## src/assert_macros.svh

```systemverilog
// Assertion macros used by the frame allocator sequencer RTL.
`ifndef ASSERT_MACROS_SVH
`define ASSERT_MACROS_SVH
`ifndef SYNTH
// Property checked at every rising edge outside reset.
`define ASSERT_CLK(lbl, clk, rst_n, prop, msg) \
	lbl: assert property (@(posedge clk) disable iff (!rst_n) prop) else $error(msg);
// Condition that must never be true outside reset.
`define ASSERT_NEVER(lbl, clk, rst_n, cond, msg) \
	lbl: assert property (@(posedge clk) disable iff (!rst_n) !(cond)) else $error(msg);
`else
`define ASSERT_CLK(lbl, clk, rst_n, prop, msg)
`define ASSERT_NEVER(lbl, clk, rst_n, cond, msg)
`endif
`endif

```

## src/bfa_pkg.sv

```systemverilog
// Types, constants and sizes shared by the frame allocator modules.
`timescale 1ns / 1ps
package bfa_pkg;
	localparam int unsigned NUM_FRAMES  = 131072;
	localparam int unsigned FRAME_SHIFT = 12;
	localparam int unsigned WORD_BITS   = 32;

	localparam int unsigned NWORDS  = (NUM_FRAMES + WORD_BITS - 1) / WORD_BITS;
	localparam int unsigned WA_W    = $clog2(NWORDS);
	localparam int unsigned WC_W    = WA_W + 1;
	localparam int unsigned BIT_W   = $clog2(WORD_BITS);
	localparam int unsigned FN_W    = $clog2(NUM_FRAMES + 1);
	localparam int unsigned FREE_W  = $clog2(NWORDS * WORD_BITS + 1);
	localparam int unsigned ADDR_W  = 32;
	localparam int unsigned CNT_W   = 18;
	localparam int unsigned CNT_MAX = (1 << CNT_W) - 1;
	localparam int unsigned PDATA_W = 32;
	localparam int unsigned PADDR_W = 3;
	localparam int unsigned REGI_W  = PADDR_W - 2;

	localparam logic [REGI_W-1:0] REG_MANAGED = 1'd0;
	localparam logic [REGI_W-1:0] REG_ENABLE  = 1'd1;

	typedef enum logic [1:0] {
		REQ_ALLOC   = 2'd0,
		REQ_FREE    = 2'd1,
		REQ_RESERVE = 2'd2,
		REQ_RELEASE = 2'd3
	} bfa_req_type_t;

	typedef enum logic [1:0] {
		STS_OK      = 2'd0,
		STS_NOFREE  = 2'd1,
		STS_IGNORED = 2'd2
	} bfa_status_t;

	typedef enum logic [2:0] {
		S_CLEAR,
		S_IDLE,
		S_DECODE,
		S_SCAN,
		S_RANGE,
		S_DONE
	} bfa_state_t;

	typedef struct packed {
		bfa_req_type_t      req_type;
		logic [ADDR_W-1:0]  addr;
		logic [ADDR_W-1:0]  end_addr;
	} bfa_req_t;

	typedef struct packed {
		logic [ADDR_W-1:0]  frame_addr;
		bfa_status_t        status;
		logic [CNT_W-1:0]   free_count;
		logic [CNT_W-1:0]   used_count;
	} bfa_rsp_t;

	typedef struct packed {
		logic              enable;
		logic [FN_W-1:0]   total;
	} bfa_cfg_t;

	typedef struct packed {
		logic                  rd_en;
		logic [WA_W-1:0]       rd_addr;
		logic                  wr_en;
		logic [WA_W-1:0]       wr_addr;
		logic [WORD_BITS-1:0]  wr_data;
	} bfa_mem_req_t;
endpackage

```

## src/bfa_cfg.sv

```systemverilog
// APB register file: managed frame count and enable, with clamped total.
`timescale 1ns / 1ps
module bfa_cfg import bfa_pkg::*; (
	input  logic               clk,
	input  logic               arst_n,
	input  logic               psel,
	input  logic               penable,
	input  logic               pwrite,
	input  logic [PADDR_W-1:0] paddr,
	input  logic [PDATA_W-1:0] pwdata,
	output logic [PDATA_W-1:0] prdata,
	output logic               pready,
	output bfa_cfg_t           cfg
);
	logic [CNT_W-1:0]  managed_q;
	logic              enable_q;
	logic [REGI_W-1:0] reg_idx;
	logic              wr_stb;

	assign reg_idx = paddr[PADDR_W-1:2];
	assign wr_stb  = psel && penable && pwrite;
	assign pready  = 1'b1;

	always_ff @(posedge clk or negedge arst_n) begin
		if (!arst_n) begin
			managed_q <= '0;
			enable_q  <= 1'b0;
		end else if (wr_stb) begin
			case (reg_idx)
				REG_MANAGED: managed_q <= pwdata[CNT_W-1:0];
				REG_ENABLE:  enable_q  <= pwdata[0];
				default: ;
			endcase
		end
	end

	always_comb begin
		case (reg_idx)
			REG_MANAGED: prdata = PDATA_W'(managed_q);
			REG_ENABLE:  prdata = PDATA_W'(enable_q);
			default:     prdata = '0;
		endcase
	end

	// Frames beyond the bitmap are never managed.
	assign cfg.enable = enable_q;
	assign cfg.total  = (managed_q > CNT_W'(NUM_FRAMES)) ? FN_W'(NUM_FRAMES) : FN_W'(managed_q);
endmodule

```

## config.mk

```make
export PLATFORM = sky130hd
export DESIGN_NAME = bfa_cfg
export DESIGN_NICKNAME = d
export VERILOG_FILES = /design/src/assert_macros.svh /design/src/bfa_pkg.sv /design/src/bfa_cfg.sv
export SDC_FILE = /design/constraint.sdc
export NUM_CORES = 1
export LEC_CHECK = 0
export CAP_MARGIN = 20
export CORE_UTILIZATION = 50
export CTS_CLUSTER_SIZE = 14
export DETAILED_ROUTE_END_ITERATION = 8
export DONT_BUFFER_PORTS = 1
export GPL_ROUTABILITY_DRIVEN = 0
export HOLD_SLACK_MARGIN = 0.02
export PLACE_DENSITY = 0.76
export SYNTH_ARGS = -nofsm -noshare
export SYNTH_HDL_FRONTEND = slang
export SYNTH_SLANG_ARGS = --single-unit
```

## constraint.sdc

```tcl
create_clock -name clk -period 2.1 [get_ports clk]
set_input_delay 0.21 -clock clk [delete_from_list [all_inputs] [get_ports clk]]
set_output_delay 0.21 -clock clk [all_outputs]
set_load 0.1 [all_outputs]
```

==> impl_metrics.yaml, run 1 <==
run_status:
  status: "complete, no violations"
cells_and_area:
  fin_cells: 159
  final_common_cell: "buf_4"
  postLayoutCoreUtil: 0.722
  syn_to_final_growth_pct: 29.8
  nets: 173
  final_cell_mix: "35 x buf_4, 28 x nor2b_2, 18 x dfrtp_1"
  drive_gt1_frac: 0.682
  antenna_cells: 0
floorplanning:
  coreArea_um2: 2060
  rows: 16
  die_x_um: 49.9
  fp.dieH_um: 49.9
  io_pins: 92
  start_util: 0.556
  die_area_um2: 2490
synth:
  synth_top_area_frac: 0.414
  ys_seq_area_frac: 0.414
  synth_top_area_cell: "dfrtp_1"
  yosys_warnings: 0
  synthesis.area_um2: 1150
  synthTopCellsByArea: "dfrtp_1 41%, nor2b_1 15%, mux2_4 13%, buf_4 10%, mux2_2 9.8%"
  ys_ff_latch: 19
  synth.distinct_cells: 12
  netlist_instances: 99
  syn_avg_cell_area_um2: 11.6
clock_tree:
  cts_resized: 0
  clk_latency_ns: 0.29
  clk_pin_slew_ns: 0.10
  cts_buffers: 3
  clockBufferDepth: 2
  cts_tree: "built"
  root_buffer: "clkbuf_4"
  htreeDepth: 1
  clock-sinks: 19
timing:
  slew_headroom: 0.437
  layout_min_cycle_time_ns: 1.64
  fin_worst_skew_ns: 0
  worstMarginPinSlew_ns: 0.842
  max_freq_mhz: 609
  finalHoldViolations: 0
  timing.hold.ws_ns: 0.0552
  period_share: 0.782
  rsz0062_at_grt: "false"
  finalSetupViolCount: 0
  maxSlewViolCount: 0
route:
  drt_wl_total_um: 2210
  avgViaCountPerCell: 4.91
  route.detailed.drc: 0
  dr.pass1.iters: 3
  first_iter_violations: 2
  wl_per_cell_um: 13.9
  ant_nets: 0
  num_vias: 780
critical_path:
  critPathLaunchType: "flip-flop"
  cp_data_arrival_time_ns: 1.43
  cp-end-kind: "output pin"
  critPathMaxFanout: 20
  path_delay_family: "flip-flops"
  path_cells: "and2b_1, buf_4"
  crit_type: "flip-flop to output pin"
  cpMaxStageDelayCell: "dfrtp_2"
  cp.buffers_inverters: 1
  required_ns: 1.89
  cpPeakStageDelay_ns: 0.59
global_route:
  antenna_found_initial: 0
  grt_overflow: 0
  grt_pass1_wl_um: 3470
  grt_max_degree: 21
  grt.total_usage: 0.189
  grt_pass1_vias: 768
place:
  placed_cells: 154
  io_buffers: 0
  hpwl_um: 1670
hold_path:
  min_path_type: "primary input to flip-flop"
pwr:
  p_per_area_nw_per_um2: 1530
  p_leak_nw: 0.767
  p_total_w: 0.00228
  vdd.ir_drop.worst_uv: 853
run:
  drv_cap: 0
cell type report:
class                           count  area (µm²)
Multi-Input combinational cell     71         639
Fill cell                         154         573
Sequential cell                    19         477
Tap cell                           27        33.8
Timing Repair Buffer               38         313
Clock buffer                        4        26.3
synth_stat cells:
cell and instances:
conb_1 2, dfrtp_1 19, buf_4 16, nand4_1 1, buf_2 1, nand4b_4 1
clkbuf_1 4, and2b_1 6, buf_6 1, mux2_4 10, mux2_2 10, nor2b_1 28
registers in the layout, summed over array words and instances (netlist names):
register   count
managed_q     18
enable_q       1
logic make-up (layout without fill, tap and decap cells):
| family | after synthesis | count (layout) | share of synthesized area |
|---|---|---|---|
| buf+inv | 22 | 42 | 0.132 |
| flops | 19 | 19 | 0.414 |
| mux | 20 | 20 | 0.229 |
| other cells | 2 | 15 | 0.00655 |
| simple gates | 36 | 36 | 0.218 |
per-layer routing:
metal  up-vias  GRT usage  share of wire
li1        351          -              -
met1       376      0.199           0.36
met2        49      0.338           0.54
met3         4     0.0401          0.083
met4         0      0.114          0.016
met5         -          0              0
where the power goes:
group          internal, W  switching, W
Sequential        0.000447     0.0000797
Combinational     0.000367       0.00121
Clock            0.0000739      0.000106
what timing repair did:
action | 4_1_cts | 5_1_grt
hold endpoints to repair | 19 | 0
hold buffers | 1 | 0
buffers inserted | 0 | 0
per-stage QoR:
step                worst slack [ns]  TNS [ns]  instance area, µm²
finish                         0.459         0                1490
global route                   0.401         0                1490
CTS                            0.449         0                1490
detailed placement             0.788         0                1450
global placement               0.801         0                1450
floorplan                     -0.180    -0.902                1220
worst paths after layout:
check / start / to / slack (ns) / cells past startpoint
setup / recovery: managed_q[17]$_DFFE_PN0P_ / cfg[9] / 0.46 / 2
hold / removal: pwdata[15] / managed_q[15]$_DFFE_PN0P_ / 0.06 / 1
setup reg to reg: managed_q[17]$_DFFE_PN0P_ / managed_q[17]$_DFFE_PN0P_ / 1.07 / 1
hold reg to reg: managed_q[2]$_DFFE_PN0P_ / managed_q[2]$_DFFE_PN0P_ / 0.53 / 1
max in group asynchronous: arst_n / managed_q[17]$_DFFE_PN0P_ / 1.07 / 1
min in group asynchronous: arst_n / managed_q[4]$_DFFE_PN0P_ / 0.46 / 1
No activity file was read; power rests on OpenSTA's default activity.
==> run 2, diff against run 1 <==
- clock period: 2.1 -> 1.6 ns (I/O delays scaled with it)
==> run 2 against run 1 <==
Clock power increased by 41%. Power increased by 50%. Sequential cell count unchanged. Die area unchanged. Clock skew unchanged. Critical path depth unchanged. Cell area increased by 27%. Sequential power increased by 36%. Combinational power increased by 55%. Setup slack got worse by 0.42 ns. First-iteration DRC count increased to 4.5 times the previous value. Worst hold slack improved by 0.043 ns. Critical endpoint is now cfg[8].
==> impl_metrics.yaml, run 2 (synthesis results as in run 1) <==
pwr:
  p_per_area_nw_per_um2: 1810
  p_sw_frac: 0.577
  clkPwrFrac: 0.074
  p_comb_frac: 0.717
  p_total_w: 0.00342
  p_leak_nw: 0.909
  vdd.ir_drop.worst_uv: 1610
  pwr-share-seq: 0.209
  p_switching_w: 0.00197
  internal-power_w: 0.00145
floorplanning:
  start_util: 0.556
  die_x_um: 49.9
  io_pins: 92
  die_area_um2: 2490
  rows: 16
  fp.dieH_um: 49.9
  coreArea_um2: 2060
run:
  drv_cap: 0
timing:
  finalSetupTns_ns: 0
  finalSetupViolCount: 0
  setup_slack_ns: 0.0380
  finalHoldViolations: 0
  worstMarginPinSlew_ns: 0.867
  period_share: 0.976
  max_freq_mhz: 640
  fin_worst_skew_ns: 0
  layout_min_cycle_time_ns: 1.56
  maxSlewViolCount: 0
  slew_headroom: 0.420
  rsz0062_at_grt: "true"
clock_tree:
  cts_tree: "built"
  post_cts_buffers: 0
  root_buffer: "clkbuf_4"
  htreeDepth: 1
  clockBufferDepth: 2
  clk_pin_slew_ns: 0.11
  clk_latency_ns: 0.30
  clock-sinks: 19
  cts_buffers: 3
hold_path:
  hold_end: "enable_q$_DFFE_PN0P_"
  worstHoldPathCells: 2
  worstHoldStart: "paddr[2]"
  min_path_type: "primary input to flip-flop"
cells_and_area:
  nets: 191
  final_common_cell: "nor2b_2"
  postLayoutCoreUtil: 0.919
  drive_gt1_frac: 0.633
  antenna_cells: 0
  reg_top3: "managed_q: 18 flops, enable_q: 1 flops"
  max_flop_register: "managed_q"
  syn_to_final_growth_pct: 65.2
  multiInputGateArea_um2: 649
  largest_reg_flops: 18
  area.sequential_um2: 479
  fill_cells: 67
  final_cell_mix: "27 x nor2b_2, 19 x dlygate4sd3_1, 19 x buf_12"
  fin_cells: 177
route:
  num_vias: 912
  route.detailed.drc: 0
  avgViaCountPerCell: 5.15
  drt_wl_total_um: 3420
  first_iter_violations: 9
  dr.pass1.iters: 4
  ant_nets: 0
  wl_per_cell_um: 19.3
critical_path:
  cp-end-kind: "output pin"
  crit_start: "managed_q[17]$_DFFE_PN0P_"
  r2r-end: "managed_q[17]$_DFFE_PN0P_"
  worstRegToRegCells: 1
  critPathLaunchType: "flip-flop"
  rr_startpoint: "managed_q[17]$_DFFE_PN0P_"
  crit_type: "flip-flop to output pin"
  reg2reg_slack_ns: 0.56
  critPathMaxFanout: 20
  cp_data_arrival_time_ns: 1.40
  required_ns: 1.44
global_route:
  grt_overflow: 0
  grt.total_usage: 0.310
  grt_pass1_vias: 1045
  antenna_found_initial: 0
  grt_max_degree: 21
  grt_pass1_wl_um: 5440
run_status:
  status: "complete, no violations"
place:
  io_buffers: 0
  dp_slack_ns: 0.337
  hpwl_um: 1930
  placed_cells: 154
-- run 2: how the worst max path moves through the flow --
stage	to	slack, ns	depth (start not counted)
after floorplan	cfg[0]	-0.44	2
after global placement	cfg[15]	0.34	2
after detailed placement	cfg[9]	0.34	2
after CTS	cfg[8]	0.04	2
after global routing	cfg[9]	-0.009	2
final	cfg[8]	0.04	2
-- run 2: per-layer routing --
layer | share of wire | up-vias | global-route usage
met5 | 0 | - | 0
met4 | 0.051 | 0 | 0.186
met3 | 0.046 | 14 | 0.0432
met2 | 0.55 | 57 | 0.581
met1 | 0.35 | 453 | 0.321
li1 | - | 388 | -
-- run 2: area by class of cell --
class / count / share of cell area
Clock buffer: 3 / 0.0119
Clock inverter: 1 / 0.00264
Multi-Input combinational cell: 71 / 0.343
Sequential cell: 19 / 0.253
Tap cell: 27 / 0.0178
Timing Repair Buffer: 56 / 0.372
-- run 2: through the flow --
step | hold slack (ns) | area, µm²
6_report | 0.0978 | 1900
5_1_grt | 0.0915 | 1900
4_1_cts | 0.0887 | 1890
3_5_place_dp | -0.135 | 1670
3_3_place_gp | -0.135 | 1670
2_1_floorplan | -0.136 | 1220
-- run 2: power by group through the flow --
stage / clock (W) / combinational, W / sequential, W
2_1_floorplan: 0 / 0.00180 / 0.000640
5_1_grt: 0.000278 / 0.00250 / 0.000732
3_3_place_gp: 0 / 0.00235 / 0.000694
4_1_cts: 0.000258 / 0.00243 / 0.000704
3_5_place_dp: 0 / 0.00238 / 0.000708
6_report: 0.000254 / 0.00245 / 0.000716
-- run 2: what timing repair did --
action / CTS / global route
gates resized for setup: 1 / 1
hold buffers: 19 / 0
hold endpoints to repair: 38 / 0
setup endpoints to repair: 4 / 7
pin swaps: 0 / 0
-- run 2: critical path: stages, from the launching register on --
cell and delay [ns]:
dfrtp_4 0.62, and2b_2 0.29, buf_12 0.17
