File: src/assert_macros.svh
// Assertion macros used by the frame allocator sequencer RTL.
`ifndef ASSERT_MACROS_SVH
`define ASSERT_MACROS_SVH
`ifndef SYNTH
// Property checked at every rising edge outside reset.
`define ASSERT_CLK(lbl, clk, rst_n, prop, msg) \
	lbl: assert property (@(posedge clk) disable iff (!rst_n) prop) else $error(msg);
// Condition that must never be true outside reset.
`define ASSERT_NEVER(lbl, clk, rst_n, cond, msg) \
	lbl: assert property (@(posedge clk) disable iff (!rst_n) !(cond)) else $error(msg);
`else
`define ASSERT_CLK(lbl, clk, rst_n, prop, msg)
`define ASSERT_NEVER(lbl, clk, rst_n, cond, msg)
`endif
`endif

File: src/bfa_pkg.sv
// Types, constants and sizes shared by the frame allocator modules.
`timescale 1ns / 1ps
package bfa_pkg;
	localparam int unsigned NUM_FRAMES  = 131072;
	localparam int unsigned FRAME_SHIFT = 12;
	localparam int unsigned WORD_BITS   = 32;

	localparam int unsigned NWORDS  = (NUM_FRAMES + WORD_BITS - 1) / WORD_BITS;
	localparam int unsigned WA_W    = $clog2(NWORDS);
	localparam int unsigned WC_W    = WA_W + 1;
	localparam int unsigned BIT_W   = $clog2(WORD_BITS);
	localparam int unsigned FN_W    = $clog2(NUM_FRAMES + 1);
	localparam int unsigned FREE_W  = $clog2(NWORDS * WORD_BITS + 1);
	localparam int unsigned ADDR_W  = 32;
	localparam int unsigned CNT_W   = 18;
	localparam int unsigned CNT_MAX = (1 << CNT_W) - 1;
	localparam int unsigned PDATA_W = 32;
	localparam int unsigned PADDR_W = 3;
	localparam int unsigned REGI_W  = PADDR_W - 2;

	localparam logic [REGI_W-1:0] REG_MANAGED = 1'd0;
	localparam logic [REGI_W-1:0] REG_ENABLE  = 1'd1;

	typedef enum logic [1:0] {
		REQ_ALLOC   = 2'd0,
		REQ_FREE    = 2'd1,
		REQ_RESERVE = 2'd2,
		REQ_RELEASE = 2'd3
	} bfa_req_type_t;

	typedef enum logic [1:0] {
		STS_OK      = 2'd0,
		STS_NOFREE  = 2'd1,
		STS_IGNORED = 2'd2
	} bfa_status_t;

	typedef enum logic [2:0] {
		S_CLEAR,
		S_IDLE,
		S_DECODE,
		S_SCAN,
		S_RANGE,
		S_DONE
	} bfa_state_t;

	typedef struct packed {
		bfa_req_type_t      req_type;
		logic [ADDR_W-1:0]  addr;
		logic [ADDR_W-1:0]  end_addr;
	} bfa_req_t;

	typedef struct packed {
		logic [ADDR_W-1:0]  frame_addr;
		bfa_status_t        status;
		logic [CNT_W-1:0]   free_count;
		logic [CNT_W-1:0]   used_count;
	} bfa_rsp_t;

	typedef struct packed {
		logic              enable;
		logic [FN_W-1:0]   total;
	} bfa_cfg_t;

	typedef struct packed {
		logic                  rd_en;
		logic [WA_W-1:0]       rd_addr;
		logic                  wr_en;
		logic [WA_W-1:0]       wr_addr;
		logic [WORD_BITS-1:0]  wr_data;
	} bfa_mem_req_t;
endpackage

File: src/bfa_ctrl.sv
// Request sequencer: decodes requests, scans and modifies bitmap words.
`timescale 1ns / 1ps
`include "assert_macros.svh"
module bfa_ctrl import bfa_pkg::*; (
	input  logic                 clk,
	input  logic                 arst_n,
	input  bfa_cfg_t             cfg,
	input  logic                 req_valid,
	output logic                 req_ready,
	input  bfa_req_t             req,
	output logic                 rsp_valid,
	input  logic                 rsp_ready,
	output bfa_rsp_t             rsp,
	output bfa_mem_req_t         mem,
	input  logic [WORD_BITS-1:0] rd_data
);
	localparam int unsigned FR_W  = ADDR_W - FRAME_SHIFT;
	localparam int unsigned LIM_W = FN_W + FRAME_SHIFT;

	function automatic logic [BIT_W-1:0] lowest_zero(input logic [WORD_BITS-1:0] w);
		logic [BIT_W-1:0] idx;
		idx = '0;
		for (int i = WORD_BITS - 1; i >= 0; i--) begin
			if (!w[i]) begin
				idx = BIT_W'(i);
			end
		end
		return idx;
	endfunction

	function automatic logic [BIT_W:0] popcount(input logic [WORD_BITS-1:0] w);
		logic [BIT_W:0] n;
		n = '0;
		for (int i = 0; i < WORD_BITS; i++) begin
			n = n + (BIT_W+1)'(w[i]);
		end
		return n;
	endfunction

	function automatic logic [CNT_W-1:0] sat_cnt(input logic [FREE_W-1:0] v);
		logic [CNT_W-1:0] r;
		if (32'(v) > CNT_MAX) begin
			r = CNT_W'(CNT_MAX);
		end else begin
			r = CNT_W'(v);
		end
		return r;
	endfunction

	bfa_state_t           state_q, state_d;
	bfa_req_t             req_q;
	logic [WC_W-1:0]      word_q;
	logic [WA_W-1:0]      ws_q, we_q;
	logic [BIT_W-1:0]     lo_q, hi_q;
	logic                 set_q;
	logic                 pend_s1;
	logic [WA_W-1:0]      pend_word_s1;
	logic [FREE_W-1:0]    free_q;
	logic [WC_W-1:0]      hint_q;
	logic [ADDR_W-1:0]    fa_q;
	bfa_status_t          sts_q;
	logic                 rsp_valid_q;
	bfa_rsp_t             rsp_q;

	// Decode of the latched request.
	logic [FR_W-1:0]      fr_d;
	logic [FR_W-1:0]      last_fr_d;
	logic                 aligned_d;
	logic [LIM_W-1:0]     limit_d;
	logic [ADDR_W-1:0]    endc_d;
	logic [ADDR_W-1:0]    last_byte_d;
	logic                 range_bad_d;
	logic                 free_bad_d;
	logic                 hint_full_d;
	logic [WA_W-1:0]      start_word_d;

	// Scan and modify datapath.
	logic                 can_issue_scan, can_issue_range, issue;
	logic                 word_full;
	logic [BIT_W-1:0]     zbit;
	logic [WA_W+BIT_W-1:0] found_f;
	logic                 found_ok;
	logic                 scan_exhausted, scan_end, range_end;
	logic [BIT_W-1:0]     lo_eff, hi_eff;
	logic [WORD_BITS-1:0] mask, changed, new_word;
	logic [BIT_W:0]       pop;
	logic [FREE_W-1:0]    total_w, used_w;
	logic                 load_rsp;

	assign fr_d        = req_q.addr[ADDR_W-1:FRAME_SHIFT];
	assign aligned_d   = (req_q.addr[FRAME_SHIFT-1:0] == '0);
	assign limit_d     = {cfg.total, {FRAME_SHIFT{1'b0}}};
	assign range_bad_d = (req_q.addr >= req_q.end_addr) || (req_q.addr >= limit_d);
	assign endc_d      = (req_q.end_addr > limit_d) ? ADDR_W'(limit_d) : req_q.end_addr;
	// The last frame touched is the one holding the last byte before the end.
	assign last_byte_d = endc_d - ADDR_W'(1);
	assign last_fr_d   = last_byte_d[ADDR_W-1:FRAME_SHIFT];
	assign free_bad_d  = !aligned_d || (fr_d >= cfg.total);
	assign hint_full_d = ({hint_q, {BIT_W{1'b0}}} >= cfg.total);
	assign start_word_d = fr_d[BIT_W +: WA_W];

	assign can_issue_scan  = (word_q < WC_W'(NWORDS)) &&
	                         ({word_q, {BIT_W{1'b0}}} < cfg.total);
	assign can_issue_range = (word_q <= {1'b0, we_q});
	assign issue = ((state_q == S_SCAN) && can_issue_scan) ||
	               ((state_q == S_RANGE) && can_issue_range);

	assign word_full = &rd_data;
	assign zbit      = lowest_zero(rd_data);
	assign found_f   = {pend_word_s1, zbit};
	assign found_ok  = (found_f < cfg.total);
	assign scan_exhausted = !pend_s1 && !can_issue_scan;
	assign scan_end  = (pend_s1 && !word_full) || scan_exhausted;
	assign range_end = pend_s1 && (pend_word_s1 == we_q);

	assign lo_eff   = (pend_word_s1 == ws_q) ? lo_q : '0;
	assign hi_eff   = (pend_word_s1 == we_q) ? hi_q : BIT_W'(WORD_BITS - 1);
	assign mask     = ({WORD_BITS{1'b1}} << lo_eff) &
	                  ({WORD_BITS{1'b1}} >> (BIT_W'(WORD_BITS - 1) - hi_eff));
	assign changed  = set_q ? (mask & ~rd_data) : (mask & rd_data);
	assign new_word = set_q ? (rd_data | mask) : (rd_data & ~mask);
	assign pop      = popcount(changed);

	assign total_w  = FREE_W'(cfg.total);
	assign used_w   = (total_w > free_q) ? (total_w - free_q) : '0;
	assign load_rsp = (state_q == S_DONE) && (!rsp_valid_q || rsp_ready);

	always_comb begin
		state_d = state_q;
		case (state_q)
			S_CLEAR: begin
				if (word_q == WC_W'(NWORDS - 1)) begin
					state_d = S_IDLE;
				end
			end
			S_IDLE: begin
				if (req_valid) begin
					state_d = S_DECODE;
				end
			end
			S_DECODE: begin
				case (req_q.req_type)
					REQ_ALLOC: state_d = (!cfg.enable || hint_full_d) ? S_DONE : S_SCAN;
					REQ_FREE:  state_d = (!cfg.enable || free_bad_d) ? S_DONE : S_RANGE;
					default:   state_d = range_bad_d ? S_DONE : S_RANGE;
				endcase
			end
			S_SCAN: begin
				if (scan_end) begin
					state_d = S_DONE;
				end
			end
			S_RANGE: begin
				if (range_end) begin
					state_d = S_DONE;
				end
			end
			S_DONE: begin
				if (load_rsp) begin
					state_d = S_IDLE;
				end
			end
			default: state_d = S_IDLE;
		endcase
	end

	always_comb begin
		req_ready   = 1'b0;
		mem.rd_en   = 1'b0;
		mem.rd_addr = word_q[WA_W-1:0];
		mem.wr_en   = 1'b0;
		mem.wr_addr = pend_word_s1;
		mem.wr_data = new_word;
		case (state_q)
			S_CLEAR: begin
				mem.wr_en   = 1'b1;
				mem.wr_addr = word_q[WA_W-1:0];
				mem.wr_data = '1;
			end
			S_IDLE: begin
				req_ready = 1'b1;
			end
			S_SCAN: begin
				mem.rd_en   = issue;
				mem.wr_en   = pend_s1 && !word_full && found_ok;
				mem.wr_data = rd_data | (WORD_BITS'(1) << zbit);
			end
			S_RANGE: begin
				mem.rd_en = issue;
				mem.wr_en = pend_s1;
			end
			default: ;
		endcase
	end

	always_ff @(posedge clk or negedge arst_n) begin
		if (!arst_n) begin
			state_q     <= S_CLEAR;
			word_q      <= '0;
			pend_s1     <= 1'b0;
			free_q      <= '0;
			hint_q      <= '0;
			rsp_valid_q <= 1'b0;
		end else begin
			state_q <= state_d;
			pend_s1 <= issue;
			if (load_rsp) begin
				rsp_valid_q <= 1'b1;
			end else if (rsp_ready) begin
				rsp_valid_q <= 1'b0;
			end
			case (state_q)
				S_CLEAR: begin
					word_q <= word_q + WC_W'(1);
				end
				S_DECODE: begin
					if (req_q.req_type == REQ_ALLOC) begin
						word_q <= hint_q;
					end else begin
						word_q <= {1'b0, start_word_d};
					end
					// Releasing frames may open words below the scan hint.
					if (state_d == S_RANGE && req_q.req_type != REQ_RESERVE &&
					    {1'b0, start_word_d} < hint_q) begin
						hint_q <= {1'b0, start_word_d};
					end
				end
				S_SCAN: begin
					if (issue) begin
						word_q <= word_q + WC_W'(1);
					end
					if (pend_s1 && !word_full) begin
						hint_q <= {1'b0, pend_word_s1};
						if (found_ok && free_q != '0) begin
							free_q <= free_q - FREE_W'(1);
						end
					end else if (scan_exhausted) begin
						hint_q <= word_q;
					end
				end
				S_RANGE: begin
					if (issue) begin
						word_q <= word_q + WC_W'(1);
					end
					if (pend_s1) begin
						if (set_q) begin
							free_q <= (free_q > FREE_W'(pop)) ? free_q - FREE_W'(pop) : '0;
						end else begin
							free_q <= free_q + FREE_W'(pop);
						end
					end
				end
				default: ;
			endcase
		end
	end

	always_ff @(posedge clk) begin
		if (req_valid && req_ready) begin
			req_q <= req;
		end
		pend_word_s1 <= word_q[WA_W-1:0];
		case (state_q)
			S_DECODE: begin
				fa_q  <= '0;
				set_q <= (req_q.req_type == REQ_RESERVE);
				ws_q  <= start_word_d;
				lo_q  <= fr_d[BIT_W-1:0];
				if (req_q.req_type == REQ_FREE) begin
					we_q <= start_word_d;
					hi_q <= fr_d[BIT_W-1:0];
				end else begin
					we_q <= last_fr_d[BIT_W +: WA_W];
					hi_q <= last_fr_d[BIT_W-1:0];
				end
				case (req_q.req_type)
					REQ_ALLOC: sts_q <= STS_NOFREE;
					REQ_FREE:  sts_q <= !cfg.enable ? STS_NOFREE :
					                    (free_bad_d ? STS_IGNORED : STS_OK);
					default:   sts_q <= range_bad_d ? STS_IGNORED : STS_OK;
				endcase
			end
			S_SCAN: begin
				if (pend_s1 && !word_full && found_ok) begin
					fa_q  <= ADDR_W'({found_f, {FRAME_SHIFT{1'b0}}});
					sts_q <= STS_OK;
				end
			end
			default: ;
		endcase
		if (load_rsp) begin
			rsp_q <= '{frame_addr: fa_q, status: sts_q,
			           free_count: sat_cnt(free_q), used_count: sat_cnt(used_w)};
		end
	end

	assign rsp_valid = rsp_valid_q;
	assign rsp       = rsp_q;

	`ASSERT_NEVER(a_no_rw_same_word, clk, arst_n, mem.rd_en && mem.wr_en && (mem.rd_addr == mem.wr_addr), "bitmap word read and written in the same cycle")
	`ASSERT_CLK(a_rsp_after_done, clk, arst_n, $rose(rsp_valid_q) |-> $past(state_q == S_DONE), "response raised outside the done state")
	`ASSERT_CLK(a_range_in_bounds, clk, arst_n, (state_q == S_RANGE && pend_s1) |-> (pend_word_s1 >= ws_q && pend_word_s1 <= we_q), "range modify outside its word span")
endmodule

File: config.mk
export PLATFORM = sky130hd
export DESIGN_NAME = bfa_ctrl
export DESIGN_NICKNAME = d
export VERILOG_FILES = /design/src/bfa_pkg.sv /design/src/bfa_ctrl.sv
export VERILOG_INCLUDE_DIRS = /design/src /design/src/src
export SDC_FILE = /design/constraint.sdc
export NUM_CORES = 1
export LEC_CHECK = 0
export ABC_AREA = 1
export BUFFER_PORTS_ARGS = -buffer_cell sky130_fd_sc_hd__buf_2
export CORE_MARGIN = 2
export CORE_UTILIZATION = 40
export CTS_BUF_LIST = sky130_fd_sc_hd__clkbuf_4 sky130_fd_sc_hd__clkbuf_8 sky130_fd_sc_hd__clkbuf_16
export DETAILED_ROUTE_END_ITERATION = 8
export SYNTH_ARGS = -nofsm -noshare
export SYNTH_HDL_FRONTEND = slang
export SYNTH_SLANG_ARGS = --single-unit
File: constraint.sdc
create_clock -name clk -period 7.8 [get_ports clk]
set_input_delay 1.56 -clock clk [delete_from_list [all_inputs] [get_ports clk]]
set_output_delay 1.56 -clock clk [all_outputs]
set_load 0.01 [all_outputs]
==> impl_metrics.json, run 1 <==
{
  "status": "finished, violations left",
  "violations": "setup timing",
  "numCtsBuffers": 28,
  "rows": 78,
  "die_h_um": 218,
  "crit_top_cell": "inv_1",
  "fp.dieW_um": 218,
  "coreArea_um2": 45300,
  "leakage_nw": 10.8,
  "die_area_um2": 47500,
  "cts_htree_levels": 1,
  "clk_latency_ps": 570,
  "seqCellArea_um2": 6730,
  "grt_max_degree": 68,
  "fin_nets": 3064,
  "ant_nets": 0,
  "synth-main-ff-cell": "edfxtp_1",
  "finalPower_mw": 13.6,
  "synth.distinct_cells": 68,
  "rsz0062_at_grt": "true",
  "relSlewSlack_pct": 28.0,
  "clock-sinks": 236,
  "grt_pass1_wl_um": 99100,
  "holdBufCountCts": 0,
  "hold_viol": 0,
  "finalInstanceArea_um2": 23300,
  "dp_hpwl_um": 52600,
  "vdd_ir_drop_max_uv": 1050,
  "fill_cells": 4391,
  "critPathRequiredTime_ps": 8250,
  "drc_errors": 0,
  "antenna_found_initial": 0,
  "cp_slowest_cell": "fa_2",
  "diodes": 0,
  "initial_utilization_pct": 40.5,
  "ios": 251,
  "setup_viol": 18,
  "critPathMaxFanout": 6,
  "drv_cap": 0,
  "clk_pin_slew_ps": 60,
  "drv_slew": 0,
  "cts-root-buf": "clkbuf_16",
  "placed_cell_area_um2": 21700,
  "grt_pass1_vias": 17016,
  "startpoint_type": "flop",
  "fin_ws_ps": -751,
  "end_kind": "flop",
  "finClkSkew_ps": 16.8,
  "hold_class": "reg -> reg",
  "cts_tree": "yes",
  "fin_crit_sh_pct": 110,
  "place.gp.congestion": 1.01,
  "areaGrowthSynthToFinish_pct": 27.0,
  "multi_input_area_um2": 10600,
  "ys_ff_latch": 236,
  "wl_um": 66200,
  "ys_warn_count": 0,
  "port_buffers": 235,
  "synth_edf_count": 175,
  "power.density_nw_per_um2": 586,
  "syn_avg_cell_area_um2": 7.94,
  "drtPass1Iterations": 6,
  "fin_crit_ps": 8550,
  "via_per_inst": 5.35,
  "setup-tns-final_ps": -9660,
  "cts_max_path_buffers": 3,
  "final_util_pct": 51.4,
  "drive_above_1_share_pct": 26.3,
  "avgRoutedWirePerCell_um": 19.7,
  "slowest_delay_ps": 590,
  "worst_pin_slew_ps": 1080,
  "vias": 18023,
  "worst_ep_arrival_time_ps": 9000,
  "ys_seq_area_share_pct": 36.7,
  "synthArstFlopShare_pct": 20.8,
  "hold_ws_ps": 414,
  "syn_area_um2": 18300,
  "grt-ovfl-total": 0,
  "max_clock_freq_mhz": 117,
  "path_class": "reg -> reg",
  "drt-initial-drc-count": 1385,
  "postSynthCellCount": 2308,
  "track_usage_pct": 27.4
}
-- metal layers --
metal | global-route usage, % | up-vias | wire length, um
li1 | - | 8686 | -
met1 | 39.0 | 8527 | 29600
met2 | 43.4 | 712 | 29700
met3 | 4.21 | 98 | 5100
met4 | 7.05 | 0 | 1780
met5 | 0 | - | 0
-- cells by family (layout without fill, tap and decap cells) --
kind of cell / after synthesis / count (layout) / share of synthesized area, %
AOI/OAI and AO/OA: 484 / 484 / 15.2
xor gates and xnor gates: 46 / 46 / 2.20
adders and majority gates: 199 / 199 / 14.7
buffers and inverters: 409 / 853 / 9.11
DFF: 236 / 236 / 36.7
other: 1 / 15 / 0.0205
and+or+nand+nor: 933 / 933 / 22.1
-- synthesized netlist by cell type, types with 9 or more instances --
master / number / area [um2]
nand3_1: 92 / 460
o221ai_1: 15 / 131
o21ai_0: 196 / 981
o21bai_1: 13 / 97.6
a21oi_1: 138 / 691
dfrtp_1: 49 / 1230
inv_1: 307 / 1150
buf_4: 27 / 203
nor4_1: 16 / 100
o211ai_1: 21 / 158
nand2_2: 27 / 169
xor2_1: 34 / 298
a31oi_1: 29 / 181
clkbuf_1: 51 / 191
a211oi_1: 21 / 158
nand4_1: 27 / 169
edfxtp_1: 175 / 5260
ha_1: 172 / 2150
o21ai_1: 9 / 45.0
nor2_1: 296 / 1110
nor3_1: 41 / 205
fa_1: 27 / 541
dfxtp_1: 12 / 240
or2_2: 12 / 75.1
nand2_1: 399 / 1500
xnor2_1: 12 / 105
-- power by group --
part | internal [mW] | total [mW] | switching (mW)
sequential | 1.57 | 1.85 | 0.277
combinational | 5.06 | 10.5 | 5.46
clock | 0.715 | 1.26 | 0.547
-- per-stage QoR --
stage          cells  setup slack, ps
2_1_floorplan   2322             -120
3_3_place_gp    3284            -1010
3_5_place_dp    3284            -1060
4_1_cts         3351             -721
5_1_grt         3366            -1150
6_report        3366             -751
-- registers in the layout (all words and copies together) (netlist names), 13 cells and up --
name / cells
fa_q: 17
fr_d: 20
free_q: 18
hint_q: 13
req_q: 46
rsp: 55
word_q: 13
-- critical path, delay by kind of cell (launching register included) --
kind            cells  cell delay [ps]
compound gates      6              510
xor+xnor            1              230
fa+ha+maj           9             3890
buf+inv            14             1130
flops               1              340
simple gates       17             2300
-- placed cells by master (no fill, tap or decap), types with 17 or more instances in the layout --
cell type	Yosys	layout
a211oi_1	21	17
a21oi_1	138	124
a31oi_1	29	28
buf_2	6	235
buf_4	27	239
clkbuf_16	0	29
dfrtp_1	49	49
edfxtp_1	175	175
fa_1	27	20
ha_1	172	166
inv_1	307	288
inv_2	4	21
nand2_1	399	392
nand2_2	27	33
nand3_1	92	83
nand4_1	27	27
nor2_1	296	260
nor2_2	2	23
nor2_4	4	19
nor3_1	41	37
o211ai_1	21	21
o21ai_0	196	178
o21ai_1	9	20
xor2_1	34	34
-- repair_timing --
item	in CTS	in global routing
pin swaps	55	53
gates resized for setup	78	51
gates cloned	0	0
setup endpoints to repair	18	18
buffers inserted	17	16
-- worst paths after layout --
check                                   startpoint                     end  slack [ps]  depth (start not counted)
max in group asynchronous                   arst_n   hint_q[0]$_DFFE_PN0P_        6100                          2
min in group asynchronous                   arst_n   rsp_valid$_DFFE_PN0P_        1160                          2
hold reg to reg             fa_q[19]$_SDFFCE_PN0P_       rsp[57]$_DFFE_PP_         410                          0
setup reg to reg           pend_word_s1[4]$_DFF_P_  free_q[17]$_DFFE_PN0P_        -750                         47
hold / removal              fa_q[19]$_SDFFCE_PN0P_       rsp[57]$_DFFE_PP_         410                          0
setup / recovery           pend_word_s1[4]$_DFF_P_  free_q[17]$_DFFE_PN0P_        -750                         47
-- cell type report --
cell class	instances	share of cell area (%)
multi-input cells	1677	45.5
flip-flops and latches	236	28.9
repair buffers	482	13.2
inverters	319	5.22
clock buffers	35	3.34
well taps	600	3.23
clock inverters	17	0.522
Power figures use the tool's default switching activity.
==> run 2, diff against run 1 <==
--- a/config.mk
+++ b/config.mk
@@ -12,6 +12,7 @@
 export CORE_UTILIZATION = 40
 export CTS_BUF_LIST = sky130_fd_sc_hd__clkbuf_4 sky130_fd_sc_hd__clkbuf_8 sky130_fd_sc_hd__clkbuf_16
 export DETAILED_ROUTE_END_ITERATION = 8
+export REMOVE_ABC_BUFFERS = 1
 export SYNTH_ARGS = -nofsm -noshare
 export SYNTH_HDL_FRONTEND = slang
 export SYNTH_SLANG_ARGS = --single-unit
==> run 2 against run 1 <==
The flow still finishes with violations (setup timing). Flip-flop and latch count is the same. Die area is the same. Maximum frequency grew 0.75%. Global-route usage grew 0.78 points. Utilization grew 0.59 points. Wire length grew 1.9%. Hold slack gained 2.9 ps. Final area grew 1.2%. Non-clock buffer count grew 20. Worst setup slack gained 63 ps. Via count grew 0.83%. Highest routed layer is now met5.
==> impl_metrics.json, run 2 (same netlist as run 1, synthesis figures left out) <==
{
  "clk_pin_slew_ps": 70,
  "cp_num_buf_inv": 12,
  "use_met2_pct": 46.6,
  "status": "finished, violations left",
  "cp_slowest_cell": "fa_2",
  "wl_um": 67500,
  "rsz0062_at_grt": "true",
  "rows": 78,
  "cts_htree_levels": 1,
  "cts_tree": "yes",
  "final_cells": 3386,
  "hold_class": "reg -> reg",
  "multi_input_area_um2": 10700,
  "drtPass1Iterations": 6,
  "crit_top_cell": "fa_1",
  "drc_errors": 0,
  "seqCellArea_um2": 6720,
  "holdBufCountCts": 0,
  "die_h_um": 218,
  "port_buffers": 235,
  "critPathMaxFanout": 5,
  "relSlewSlack_pct": 28.8,
  "path_class": "reg -> reg",
  "max_clock_freq_mhz": 118,
  "hold_viol": 0,
  "setup_viol": 18,
  "worst_ep_arrival_time_ps": 8940,
  "clock-sinks": 236,
  "startpoint_type": "flop",
  "grt_pass1_vias": 17692,
  "grt-ovfl-total": 0,
  "grt_max_degree": 68,
  "drive_above_1_share_pct": 26.9,
  "slowest_delay_ps": 640,
  "worst_pin_slew_ps": 1070,
  "violations": "setup timing",
  "diodes": 0,
  "cts_max_path_buffers": 3,
  "end_kind": "flop",
  "dp_hpwl_um": 52700,
  "vias": 18172,
  "fill_cells": 4437,
  "ant_nets": 0,
  "drv_slew": 0,
  "numCtsBuffers": 29,
  "fin_nets": 3085,
  "grt_busiest_layer": "met2",
  "finClkSkew_ps": 19.7,
  "initial_utilization_pct": 40.5,
  "use_met3_pct": 3.07,
  "coreArea_um2": 45300,
  "ios": 251,
  "grtUsageMet1_pct": 35.9,
  "final_cell_mix": "nand2_1, inv_1, nor2_1, buf_4, buf_2",
  "areaGrowthSynthToFinish_pct": 28.5,
  "clk_latency_ps": 560,
  "fin_crit_ps": 8490,
  "drt-initial-drc-count": 1585,
  "avgRoutedWirePerCell_um": 19.9,
  "fin_ws_ps": -687,
  "mostFrequentLayoutCell": "nand2_1",
  "dp.cells": 3283,
  "drv_cap": 0,
  "grt_pass1_wl_um": 102000,
  "critical_path.top_delay_family": "adder cells",
  "place.gp.congestion": 0.948,
  "fin_crit_sh_pct": 109,
  "cts-root-buf": "clkbuf_16",
  "track_usage_pct": 28.1,
  "critPathRequiredTime_ps": 8250,
  "fp.dieW_um": 218,
  "via_per_inst": 5.37,
  "antenna_found_initial": 1,
  "die_area_um2": 47500,
  "largest_reg_flops": 55
}
## run 2: changes by cell type in the layout (fill, tap and decap cells not counted), moves of 5 or more
| cell | delta |
|---|---|
| dfxtp_2 | -6 |
| nor2_2 | -5 |
| nor2_4 | +6 |
| nand2_2 | +5 |
| buf_6 | +16 |
| dfxtp_1 | +6 |
| clkinv_1 | +5 |
## run 2: path summary, 6_finish.rpt
kind | startpoint | to | slack, ps | depth (start not counted)
worst min register to register | fa_q[25]$_SDFFCE_PN0P_ | rsp[63]$_DFFE_PP_ | 420 | 0
min in group asynchronous | arst_n | free_q[13]$_DFFE_PN0P_ | 1170 | 2
max in group asynchronous | arst_n | word_q[0]$_DFFE_PN0P_ | 6090 | 2
worst max register to register | we_q[0]$_DFFE_PP_ | free_q[17]$_DFFE_PN0P_ | -690 | 48
worst max-delay path | we_q[0]$_DFFE_PP_ | free_q[17]$_DFFE_PN0P_ | -690 | 48
worst min-delay path | fa_q[25]$_SDFFCE_PN0P_ | rsp[63]$_DFFE_PP_ | 420 | 0
## run 2: through the flow
step	TNS [ps]	setup WS (ps)	utilization [%]	hold WS [ps]	cell area, um2
after floorplan	-12190	-910	-	400	17900
after global placement	-15830	-1090	47.5	403	21500
final	-8300	-687	52.0	417	23500
after detailed placement	-16600	-1160	47.5	405	21500
after global routing	-15310	-1160	52.0	434	23500
after CTS	-7100	-607	51.3	418	23200
## run 2: repair_timing
item | 4_1_cts | 5_1_grt
gates cloned | 1 | 0
gates resized for setup | 138 | 73
setup endpoints to repair | 18 | 18
hold endpoints to repair | 0 | 0
setup buffers | 46 | 11
pin swaps | 53 | 27
## run 2: per-layer routing
| metal | wire, um | up-vias |
|---|---|---|
| met5 | 11 | - |
| li1 | - | 8729 |
| met3 | 4070 | 178 |
| met1 | 28100 | 8568 |
| met2 | 30900 | 695 |
| met4 | 4440 | 2 |
## run 2: cell type report
| class | instances | share of cell area [%] |
|---|---|---|
| repair buffers | 502 | 14.0 |
| flip-flops and latches | 236 | 28.6 |
| multi-input cells | 1677 | 45.3 |
| inverters | 319 | 5.11 |
| well taps | 600 | 3.19 |
| clock buffers | 35 | 3.30 |
| clock inverters | 17 | 0.585 |
Power of run 2 is left out: the tool's default activity adds up to more than one toggle a clock period on the data nets, which glitch-free logic cannot reach.
